$ cat src/design/uts_pkg.sv
// Shared types and codes for the urgency-tier thread scheduler.
`timescale 1ns / 1ps
`default_nettype none
package uts_pkg;
  typedef enum logic [2:0] {
    REQ_ADD = 3'd0, REQ_START = 3'd1, REQ_PICK = 3'd2, REQ_RETURN = 3'd3, REQ_NOTIFY = 3'd4
  } req_e;
  typedef enum logic [2:0] {
    ST_CREATED = 3'd0, ST_READY = 3'd1, ST_RUNNING = 3'd2, ST_YIELDED = 3'd3,
    ST_WAITING = 3'd4, ST_NOW = 3'd5, ST_FINISHED = 3'd6
  } run_e;
  localparam logic [2:0] STAT_DONE = 3'd0;
  localparam logic [2:0] STAT_RUN = 3'd1;
  localparam logic [2:0] STAT_ALL_FIN = 3'd2;
  localparam logic [2:0] STAT_ALL_WAIT = 3'd3;
  localparam logic [2:0] STAT_NO_RUN = 3'd4;
  localparam logic [2:0] STAT_BUSY = 3'd5;
  localparam logic [1:0] OC_WAIT = 2'd1;
  localparam logic [1:0] OC_FINISH = 2'd2;
  localparam int InBits = 3 + 3 + 8 + 16 + 32 + 2 + 32 + 16 + 32 + 1;
  localparam int InBytes = (InBits + 7) / 8;
  localparam int OutBits = 3 + 3 + 32 + 2 + 32 + 4;
  localparam int OutBytes = (OutBits + 7) / 8;
  typedef struct packed {
    logic [2:0]  status;
    logic [2:0]  chosen_thread;
    logic [31:0] sleep_time;
    logic [1:0]  urgency;
    logic [31:0] resume_value;
    logic [3:0]  woken_count;
  } result_t;
endpackage
`default_nettype wire

$ cat src/design/uts_core.sv
// Sequencer over the thread table memory: add, start, sort-and-pick, return, notify.
`timescale 1ns / 1ps
`default_nettype none
module uts_core import uts_pkg::*; #(
  parameter int NUM_THREADS = 8,
  parameter int TIME_BITS = 32
) (
  input  wire logic         clk_i,
  input  wire logic         rst_ni,
  input  wire logic         start_i,
  input  wire logic [2:0]   req_type_i,
  input  wire logic [2:0]   thread_id_i,
  input  wire logic [7:0]   priority_req_i,
  input  wire logic [15:0]  nice_i,
  input  wire logic [31:0]  now_i,
  input  wire logic [1:0]   outcome_i,
  input  wire logic [31:0]  wait_key_i,
  input  wire logic [15:0]  wait_param_i,
  input  wire logic [31:0]  wake_value_i,
  input  wire logic         wake_all_i,
  output logic              busy_o,
  output logic              done_o,
  output result_t           res_o
);
  localparam int IW = (NUM_THREADS > 1) ? $clog2(NUM_THREADS) : 1;
  localparam int CW = $clog2(NUM_THREADS + 1);
  localparam int TW = TIME_BITS;

  typedef struct packed {
    logic [2:0]    rs;
    logic [7:0]    prio;
    logic [15:0]   nice;
    logic [TW-1:0] nrt;
    logic [31:0]   key;
    logic [15:0]   prm;
    logic [31:0]   wv;
  } entry_t;

  typedef enum logic [3:0] {
    S_IDLE, S_RD, S_WR, S_SCAN_RD, S_SCAN, S_INS_RD, S_INS, S_INS_CMP, S_SHIFT,
    S_PICK_RD, S_PICK, S_OUT
  } state_e;

  // Thread table memory, registered read.
  entry_t mem [NUM_THREADS];
  logic [IW-1:0] mem_ra, mem_wa;
  logic mem_we;
  entry_t mem_wd, mem_rd_q;
  // List order memory.
  logic [IW-1:0] ord [NUM_THREADS];
  logic [IW-1:0] ord_ra, ord_wa, ord_wd;
  logic ord_we;
  logic [IW-1:0] ord_rd_q;
  logic [IW-1:0] srt [NUM_THREADS];
  logic [IW-1:0] srt_ra, srt_wa, srt_wd, srt_rd_q;
  logic srt_we;

  always_ff @(posedge clk_i) begin
    if (mem_we) mem[mem_wa] <= mem_wd;
    mem_rd_q <= mem[mem_ra];
    if (ord_we) ord[ord_wa] <= ord_wd;
    ord_rd_q <= ord[ord_ra];
    if (srt_we) srt[srt_wa] <= srt_wd;
    srt_rd_q <= srt[srt_ra];
  end

  state_e state_q;
  logic [NUM_THREADS-1:0] valid_q;
  logic [CW-1:0] total_q, i_q, k_q, p_q;
  logic active_q;
  logic [IW-1:0] act_q, cur_q;
  entry_t cur_e_q;
  logic [2:0] req_q;
  logic [7:0] pr_q;
  logic [15:0] ni_q, prm_q;
  logic [TW-1:0] now_q;
  logic [1:0] oc_q;
  logic [31:0] key_q, wv_q;
  logic wall_q, alive_q, stop_q, phase_q;
  result_t res_q;
  logic [CW-1:0] pt_q;
  logic [IW-1:0] pk_q;

  function automatic logic [1:0] tier(entry_t e, logic [TW-1:0] n);
    if (e.rs == ST_FINISHED || e.rs == ST_WAITING) return 2'd3;
    if (e.rs == ST_NOW) return 2'd1;
    if (e.nrt < n) return 2'd0;
    return 2'd2;
  endfunction
  function automatic logic goes_first(entry_t a, entry_t b, logic [TW-1:0] n);
    logic [1:0] ra, rb;
    ra = tier(a, n);
    rb = tier(b, n);
    if (ra != rb) return ra < rb;
    if ((ra == 2'd0 || ra == 2'd2) && a.nrt != b.nrt) return a.nrt < b.nrt;
    return a.prio < b.prio;
  endfunction

  logic [TW-1:0] now_ext;
  assign now_ext = TW'(now_i);
  assign busy_o = (state_q != S_IDLE);
  assign done_o = (state_q == S_OUT);
  assign res_o = res_q;

  always_comb begin
    mem_ra = cur_q; mem_we = 1'b0; mem_wa = cur_q; mem_wd = mem_rd_q;
    ord_ra = i_q[IW-1:0]; ord_we = 1'b0; ord_wa = i_q[IW-1:0]; ord_wd = cur_q;
    srt_ra = p_q[IW-1:0]; srt_we = 1'b0; srt_wa = p_q[IW-1:0]; srt_wd = cur_q;
    case (state_q)
      S_RD: mem_ra = cur_q;
      S_WR: begin
        mem_wa = cur_q;
        mem_wd = mem_rd_q;
        case (req_q)
          REQ_ADD: begin
            mem_we = valid_q[cur_q] || (total_q < CW'(NUM_THREADS));
            mem_wd = '{rs: ST_CREATED, prio: pr_q, nice: ni_q, nrt: '0,
                       key: '0, prm: '0, wv: '0};
            ord_we = !valid_q[cur_q] && (total_q < CW'(NUM_THREADS));
            ord_wa = total_q[IW-1:0];
            ord_wd = cur_q;
          end
          REQ_START: begin
            mem_we = valid_q[cur_q];
            mem_wd.rs = ST_READY;
            mem_wd.nrt = now_q;
          end
          REQ_PICK: begin
            mem_we = 1'b1;
            mem_wd.rs = ST_RUNNING;
          end
          REQ_RETURN: begin
            mem_we = 1'b1;
            if (oc_q == OC_WAIT) begin
              mem_wd.rs = ST_WAITING; mem_wd.key = key_q; mem_wd.prm = prm_q; mem_wd.wv = '0;
            end else if (oc_q == OC_FINISH) mem_wd.rs = ST_FINISHED;
            else mem_wd.rs = ST_YIELDED;
            mem_wd.nrt = now_q + TW'(mem_rd_q.nice);
          end
          default: ;
        endcase
      end
      S_SCAN_RD: ord_ra = i_q[IW-1:0];
      S_SCAN: mem_ra = ord_rd_q;
      S_INS_RD: begin ord_ra = i_q[IW-1:0]; end
      S_INS: begin mem_ra = ord_rd_q; end
      S_INS_CMP: begin srt_ra = p_q[IW-1:0]; mem_ra = srt_rd_q; end
      S_SHIFT: begin
        srt_ra = IW'(p_q - 1'b1);
        if (phase_q) begin
          srt_we = 1'b1; srt_wa = p_q[IW-1:0]; srt_wd = srt_rd_q;
        end
      end
      S_PICK_RD: begin srt_ra = i_q[IW-1:0]; end
      S_PICK: begin mem_ra = srt_rd_q; end
      default: ;
    endcase
    if (state_q == S_SCAN && req_q == REQ_NOTIFY && phase_q && !stop_q &&
        mem_rd_q.rs == ST_WAITING && mem_rd_q.key == key_q && mem_rd_q.prm == prm_q) begin
      mem_we = 1'b1; mem_wa = cur_q; mem_wd = mem_rd_q; mem_wd.rs = ST_NOW; mem_wd.wv = wv_q;
    end
    if (state_q == S_PICK && phase_q) begin
      ord_we = 1'b1; ord_wa = i_q[IW-1:0]; ord_wd = cur_q;
    end
    // The new slot lands at the insertion point, or at the end when none was found.
    if (state_q == S_SHIFT && !phase_q && (p_q == pt_q || !alive_q)) begin
      srt_we = 1'b1; srt_wa = p_q[IW-1:0]; srt_wd = cur_q;
    end
  end

  always_ff @(posedge clk_i or negedge rst_ni) begin
    if (!rst_ni) begin
      state_q <= S_IDLE; valid_q <= '0; total_q <= '0; active_q <= 1'b0; act_q <= '0;
      i_q <= '0; k_q <= '0; p_q <= '0; cur_q <= '0; phase_q <= 1'b0; stop_q <= 1'b0;
      alive_q <= 1'b0; res_q <= '0;
    end else begin
      case (state_q)
        S_IDLE: if (start_i) begin
          req_q <= req_type_i; pr_q <= priority_req_i; ni_q <= nice_i;
          now_q <= now_ext; oc_q <= outcome_i; key_q <= wait_key_i; prm_q <= wait_param_i;
          wv_q <= wake_value_i; wall_q <= wake_all_i;
          i_q <= '0; k_q <= '0; phase_q <= 1'b0; stop_q <= 1'b0;
          alive_q <= 1'b0;
          case (req_type_i)
            REQ_ADD: if (32'(thread_id_i) < NUM_THREADS) begin
              cur_q <= IW'(thread_id_i); state_q <= S_RD;
            end else state_q <= S_OUT;
            REQ_START: if (active_q) begin
              res_q.status <= STAT_BUSY; state_q <= S_OUT;
            end else begin cur_q <= '0; state_q <= S_RD; end
            REQ_PICK: if (active_q) begin
              res_q.status <= STAT_BUSY; state_q <= S_OUT;
            end else if (total_q == '0) begin
              res_q.status <= STAT_ALL_FIN; state_q <= S_OUT;
            end else state_q <= S_INS_RD;
            REQ_RETURN: if (!active_q) begin
              res_q.status <= STAT_NO_RUN; state_q <= S_OUT;
            end else begin cur_q <= act_q; state_q <= S_RD; end
            REQ_NOTIFY: if (!active_q) begin
              res_q.status <= STAT_NO_RUN; state_q <= S_OUT;
            end else state_q <= S_SCAN_RD;
            default: state_q <= S_OUT;
          endcase
        end
        S_RD: state_q <= S_WR;
        S_WR: begin
          if (req_q == REQ_ADD && !valid_q[cur_q] && total_q < CW'(NUM_THREADS)) begin
            valid_q[cur_q] <= 1'b1; total_q <= total_q + 1'b1;
          end
          if (req_q == REQ_START && 32'(cur_q) < NUM_THREADS - 1) begin
            cur_q <= cur_q + 1'b1; state_q <= S_RD;
          end else if (req_q == REQ_PICK) begin
            res_q.status <= STAT_RUN; res_q.chosen_thread <= 3'(cur_q);
            res_q.urgency <= tier(mem_rd_q, now_q);
            res_q.sleep_time <= (mem_rd_q.rs != ST_NOW && mem_rd_q.nrt > now_q) ?
                                32'(mem_rd_q.nrt - now_q) : '0;
            res_q.resume_value <= mem_rd_q.wv;
            active_q <= 1'b1; act_q <= cur_q; state_q <= S_OUT;
          end else begin
            if (req_q == REQ_RETURN) active_q <= 1'b0;
            state_q <= S_OUT;
          end
        end
        // Notify walk over the list order.
        S_SCAN_RD: if (i_q >= total_q || stop_q) state_q <= S_OUT;
          else begin phase_q <= 1'b0; state_q <= S_SCAN; end
        S_SCAN: if (!phase_q) begin
          cur_q <= ord_rd_q; phase_q <= 1'b1;
        end else begin
          if (mem_rd_q.rs == ST_WAITING && mem_rd_q.key == key_q && mem_rd_q.prm == prm_q) begin
            res_q.woken_count <= res_q.woken_count + 1'b1;
            if (!wall_q) stop_q <= 1'b1;
          end
          i_q <= i_q + 1'b1; state_q <= S_SCAN_RD;
        end
        // Insertion sort: for each listed slot, find its place in the sorted copy.
        S_INS_RD: if (i_q >= total_q) begin
          i_q <= '0; phase_q <= 1'b0; state_q <= S_PICK_RD;
        end else begin phase_q <= 1'b0; state_q <= S_INS; end
        S_INS: if (!phase_q) begin
          cur_q <= ord_rd_q; phase_q <= 1'b1;
        end else begin
          cur_e_q <= mem_rd_q; p_q <= '0; phase_q <= 1'b0; state_q <= S_INS_CMP;
        end
        S_INS_CMP: if (p_q >= k_q) begin
          phase_q <= 1'b0; p_q <= k_q; state_q <= S_SHIFT;
        end else if (!phase_q) phase_q <= 1'b1;
        else if (!stop_q) begin
          stop_q <= 1'b1;
        end else begin
          stop_q <= 1'b0; phase_q <= 1'b0;
          if (goes_first(cur_e_q, mem_rd_q, now_q)) begin
            // alive_q marks that an insertion point was found.
            pt_q <= p_q; p_q <= k_q; alive_q <= 1'b1; state_q <= S_SHIFT;
          end else p_q <= p_q + 1'b1;
        end
        // Shift entries up from k down to the insertion point.
        S_SHIFT: begin
          if (p_q == pt_q || !alive_q) begin
            phase_q <= 1'b0; alive_q <= 1'b0; k_q <= k_q + 1'b1; i_q <= i_q + 1'b1;
            state_q <= S_INS_RD;
          end else if (!phase_q) phase_q <= 1'b1;
          else begin phase_q <= 1'b0; p_q <= p_q - 1'b1; end
        end
        // Write sorted order back and take the first runnable thread.
        S_PICK_RD: if (i_q >= total_q) begin
          res_q.status <= alive_q ? STAT_ALL_WAIT : STAT_ALL_FIN;
          if (!stop_q) state_q <= S_OUT; else state_q <= S_RD;
        end else begin phase_q <= 1'b0; state_q <= S_PICK; end
        S_PICK: if (!phase_q) begin
          cur_q <= srt_rd_q; phase_q <= 1'b1;
        end else begin
          if (!stop_q && mem_rd_q.rs != ST_FINISHED) begin
            alive_q <= 1'b1;
            if (mem_rd_q.rs != ST_WAITING) begin stop_q <= 1'b1; pk_q <= cur_q; end
          end
          i_q <= i_q + 1'b1; state_q <= S_PICK_RD;
        end
        S_OUT: begin
          res_q <= '0; state_q <= S_IDLE;
        end
        default: state_q <= S_IDLE;
      endcase
      if (state_q == S_PICK_RD && i_q >= total_q && stop_q) cur_q <= pk_q;
    end
  end
endmodule
`default_nettype wire

$ cat src/design/urgency_tier_thread_scheduler_top.sv
// Top level of the urgency-tier thread scheduler: stream ports and result register.
//
// One request travels on the slave stream (s_axis_*) and gives exactly one
// result on the master stream (m_axis_*). A request is taken only while the
// sequencer is idle and the result register is free.
// Add and return read and write one table entry; start visits every entry
// in turn; notify walks the list order; a request refused at once (busy,
// nothing running, empty table) goes straight to the result.
// Pick runs an insertion sort over the list order held in a small memory and
// then a scan over the sorted copy, which writes the sorted order back.
// The next request is accepted once the result transfer clears the output valid register.
// Reset empties the table and clears the running thread; no clearing pass
// is needed. When the receiver stalls, the finished result waits in the
// output register and the next request is held off until it is taken.
`timescale 1ns / 1ps
`default_nettype none
module urgency_tier_thread_scheduler_top import uts_pkg::*; #(
  parameter int NUM_THREADS = 8,
  parameter int TIME_BITS = 32
) (
  input  wire logic                  clk_i,
  input  wire logic                  rst_ni,
  input  wire logic                  s_axis_tvalid,
  output logic                       s_axis_tready,
  // req_type, thread_id, priority_req, nice, now, outcome, wait_key,
  // wait_param, wake_value, wake_all (lowest first)
  input  wire logic [InBytes*8-1:0]  s_axis_tdata,
  output logic                       m_axis_tvalid,
  input  wire logic                  m_axis_tready,
  // status, chosen_thread, sleep_time, urgency, resume_value, woken_count
  output logic [OutBytes*8-1:0]      m_axis_tdata
);
  logic busy, done, out_v_q, take;
  result_t res;
  logic [OutBits-1:0] out_q;

  assign s_axis_tready = !busy && !out_v_q;
  assign take = s_axis_tvalid && s_axis_tready;

  uts_core #(.NUM_THREADS(NUM_THREADS), .TIME_BITS(TIME_BITS)) u_core (
    .clk_i, .rst_ni, .start_i(take),
    .req_type_i(s_axis_tdata[2:0]), .thread_id_i(s_axis_tdata[5:3]),
    .priority_req_i(s_axis_tdata[13:6]), .nice_i(s_axis_tdata[29:14]),
    .now_i(s_axis_tdata[61:30]), .outcome_i(s_axis_tdata[63:62]),
    .wait_key_i(s_axis_tdata[95:64]), .wait_param_i(s_axis_tdata[111:96]),
    .wake_value_i(s_axis_tdata[143:112]), .wake_all_i(s_axis_tdata[144]),
    .busy_o(busy), .done_o(done), .res_o(res)
  );

  always_ff @(posedge clk_i or negedge rst_ni) begin
    if (!rst_ni) out_v_q <= 1'b0;
    else if (done) out_v_q <= 1'b1;
    else if (m_axis_tready) out_v_q <= 1'b0;
  end
  always_ff @(posedge clk_i) begin
    if (done) out_q <= {res.woken_count, res.resume_value, res.urgency,
                        res.sleep_time, res.chosen_thread, res.status};
  end
  assign m_axis_tvalid = out_v_q;
  assign m_axis_tdata = {{(OutBytes*8-OutBits){1'b0}}, out_q};
endmodule
`default_nettype wire
$ cat config.mk
export PLATFORM = sky130hd
export DESIGN_NAME = urgency_tier_thread_scheduler_top
export DESIGN_NICKNAME = d
export VERILOG_FILES = /design/src/design/uts_pkg.sv /design/src/design/uts_core.sv /design/src/design/urgency_tier_thread_scheduler_top.sv
export SDC_FILE = /design/constraint.sdc
export NUM_CORES = 2
export LEC_CHECK = 0
export BUFFER_PORTS_ARGS = -buffer_cell sky130_fd_sc_hd__buf_2
export CORE_MARGIN = 4
export CORE_UTILIZATION = 61
export DETAILED_ROUTE_END_ITERATION = 8
export HOLD_SLACK_MARGIN = 0.02
export PLACE_DENSITY = 0.79
export SETUP_SLACK_MARGIN = 0.3
export SLEW_MARGIN = 25
export SYNTH_ARGS = -nofsm -noshare
export SYNTH_HDL_FRONTEND = slang
export SYNTH_HIERARCHICAL = 1
export SYNTH_SLANG_ARGS = --single-unit
$ cat constraint.sdc
create_clock -name clk_i -period 17.7 [get_ports clk_i]
set_input_delay 1.77 -clock clk_i [delete_from_list [all_inputs] [get_ports clk_i]]
set_output_delay 1.77 -clock clk_i [all_outputs]
set_load 0.01 [all_outputs]
==> results.md <==
* Outcome: finished, final reports clean
* Global Route Usage Sum at 26.76%
* Share of cells above drive strength 1 at 10.30%
* Crit path arrival time at 7.02 ns
* DR pass1 iterations at 6
* CP Capture Type: flop
* Worst clock skew at 0.05479 ns
* Port Buffers at 226
* Post-layout net count at 6,135
* Cells after Synth at 5,699
* Vias in the first global route at 43.76k
* Chip width at 345.1 um
* Routed WL at 163,300 um
* Critical Path RT at 18.09 ns
* Avg WL per Cell at 21.81 um
* EDFF count, synth at 1,428
* Main synth FF type: edfxtp_1
* Max FO, Critical Path at 66
* Clock buffer count from CTS at 165
* FILL cells at 7,639
* GRT Max-Usage Layer: met2
* Final Wtd Congestion at 0.9473
* Clk_lat worst skew at 0.79 ns
* Top-level port count at 238
* Number of post-CTS setup repair buffers at 0
* Root Buffer: clkbuf_16
* Largest net degree at the start of global routing at 234
* Pwr Density at 177.4 nW/um^2
* RSZ-0062 raised after global routing: no
* Sequential area share after synthesis at 70.20%
* Initial detailed-routing violation count at 5,150
* Worst hold path class: reg2reg
* Crit path kind: reg2reg
* TritonCTS clock tree: yes
* Max-slew headroom at 21.70%
* CTS Hold Bufs at 0
* Core area at 112,700 um^2
* Initial antenna violation count at 0
* Post-DRT Antenna Nets at 0
* Slew Viols, Final at 0
* Met3 Resource Use GR at 4.072%
* Die height at 345.1 um
* Critical Path Source Type: flop
* GR Layer Usage met2 at 42.46%
* Die ar. at 119,100 um^2
* Drt drc at 0
* H-tree levels at 4
* Placed Instance Area at 71,620 um^2
* First-pass GRT wire length at 249,400 um
* Commonest non-fill, non-tap cell in the layout: nand2_1
* Cell area after layout at 77,150 um^2
* Async S/R FF share, synth at 6.813%
* Hold Fails Final Rpt at 0
* Setup Viol. Count Final at 0
* Via count of the routed design at 45.15k
* Final Cycle Share at 37.46%
* Pin slew with the least headroom to its limit at 1.175 ns
* Setup tns final at 0 ns
* Flops & latches, synth at 1,688
* Clock tree buffer depth at 3
* CTS resizes at 0
* Clock sink count at 1,688
* Global Route met1 Usage at 37.39%
* FMAX at 150.8 MHz
* DPL Wire Length at 90,470 um
* Synth warnings at 6
* Synth Area per Inst at 12.16 um^2
* Vias/cell at 6.031
* Grt ovf at 0
* Leakage at 0.02908 uW
* Reg clk slew, reported paths at 0.06 ns
* Row Count at 123
* Synth unique cells at 98
* VDD IR-drop max at 196.6 uV
* Most frequent cells in the layout: nand2_1 (1,595), edfxtp_1 (1,428), nand3_1 (732), buf_2 (225), o21ai_0 (171)
* Synthesis-to-layout area growth at 11.29%
* Minimum clock period at 6.630 ns
* Mapped Area at 69,320 um^2
* Initial Util at 61.53%
* Max_cap viols at 0
## final cells by class
| cell class | instances | area, um^2 | area share, % |
|---|---|---|---|
| Sequential cell | 1688 | 48660 | 63.08 |
| Clock inverter | 80 | 814.5 | 1.056 |
| Clock buffer | 230 | 4596 | 5.957 |
| Antenna cell | 4 | 10.01 | 0.01297 |
| Multi-Input combinational cell | 3592 | 19000 | 24.63 |
| Timing Repair Buffer | 284 | 1772 | 2.297 |
| Tap cell | 1500 | 1877 | 2.433 |
| Inverter | 109 | 410.4 | 0.5320 |
## registers in the layout, summed over array words and instances (netlist names), 4 cells and up
register and count:
out_q 76, u_core/cur_e_q 43, u_core/i_q 4, u_core/k_q 4, u_core/key_q 32, u_core/mem 1112
u_core/mem_rd_q 139, u_core/ni_q 16, u_core/now_q 32, u_core/ord 24, u_core/p_q 4, u_core/pr_q 8
u_core/prm_q 16, u_core/pt_q 4, u_core/res_o 76, u_core/srt 24, u_core/state_q 4, u_core/total_q 4
u_core/valid_q 8, u_core/wv_q 32
## layer usage
layer  routed length (um)  up-vias  share of wire [%]
met4                 6416        0                3.9
met1                65010    21930                 40
met3                14160      353                8.7
met2                77690     2164                 48
met5                    0        -                  0
li1                     -    20700                  -
## worst max-delay path, stage by stage, from the launching register on
cell and delay (ns):
edfxtp_1 0.42, xor2_1 0.20, nor4_1 0.59, nand4_1 0.23
nor4_1 0.87, nand4_1 0.70, nor3_4 0.29, buf_4 0.62
o21bai_1 0.23, nand2_1 0.23, nor3_2 0.20, buf_6 0.64
buf_4 0.87
## cells in the mapped netlist (13+ instances only)
cell,count,area [um^2]
clkbuf_1,145,544.3
and3_1,17,106.4
edfxtp_1,1428,42880
nor2_1,98,367.9
nor4_1,17,106.4
a22o_1,55,481.7
a21oi_1,94,470.5
mux2_2,22,247.7
o21ai_1,137,685.7
mux2i_1,26,260.3
xnor2_1,61,534.3
o211ai_1,14,105.1
dfxtp_1,145,2903
a31oi_1,13,81.33
buf_1,20,75.07
o31ai_1,15,112.6
dfrtp_1,115,2878
xor2_1,51,446.7
ha_1,137,1714
nor3_1,39,195.2
nor2b_1,19,118.9
nand4_1,26,162.7
inv_1,108,405.4
nand3_1,732,3664
a21o_1,52,390.4
buf_2,135,675.7
o21ai_0,175,875.8
o22ai_1,14,87.58
nand2b_1,22,137.6
nand2_1,1595,5987
## per-stage QoR
| step | util, % | hold WS [ns] | power, uW | std cells | worst slack [ns] |
|---|---|---|---|---|---|
| 2_1_floorplan | - | 0.4082 | 8936 | 5702 | 5.487 |
| 3_3_place_gp | 63.55 | 0.4118 | 10020 | 7169 | 11.01 |
| 3_5_place_dp | 63.57 | 0.4155 | 10180 | 7170 | 11.01 |
| 4_1_cts | 68.38 | 0.4292 | 13660 | 7480 | 10.95 |
| 5_1_grt | 68.47 | 0.4351 | 14460 | 7483 | 10.79 |
| 6_report | 68.48 | 0.4289 | 13690 | 7487 | 11.07 |
## kinds of logic after synthesis
group,count (synthesis),share of synthesized area [%]
fa+ha+maj,139,2.531
buf+inv,422,2.624
compound gates,669,6.103
other cells,1,0.005410
flops,1688,70.20
mux,54,0.9278
xor+xnor,112,1.415
simple gates,2614,16.19
## report_power, final
| part | internal [uW] | switching [uW] | leakage [uW] | total, uW |
|---|---|---|---|---|
| registers | 5180 | 337 | 0.0157 | 5520 |
| clock network | 1980 | 1480 | 0.00264 | 3460 |
| logic | 1470 | 3240 | 0.0108 | 4710 |
## final timing paths
path / from / endpoint / slack [ns] / cells after the start
min in group asynchronous: rst_ni / u_core/phase_q / 1.27 / 2
max: u_core/key_q[8] / u_core/mem[0][99] / 11.07 / 12
min reg2reg: u_core/mem_rd_q[130] / u_core/cur_e_q[130] / 0.43 / 0
max in group asynchronous: rst_ni / u_core/res_o[58] / 15.18 / 3
min: u_core/mem_rd_q[130] / u_core/cur_e_q[130] / 0.43 / 0
max reg2reg: u_core/key_q[8] / u_core/mem[0][99] / 11.07 / 12
Power figures use the tool's default switching activity.
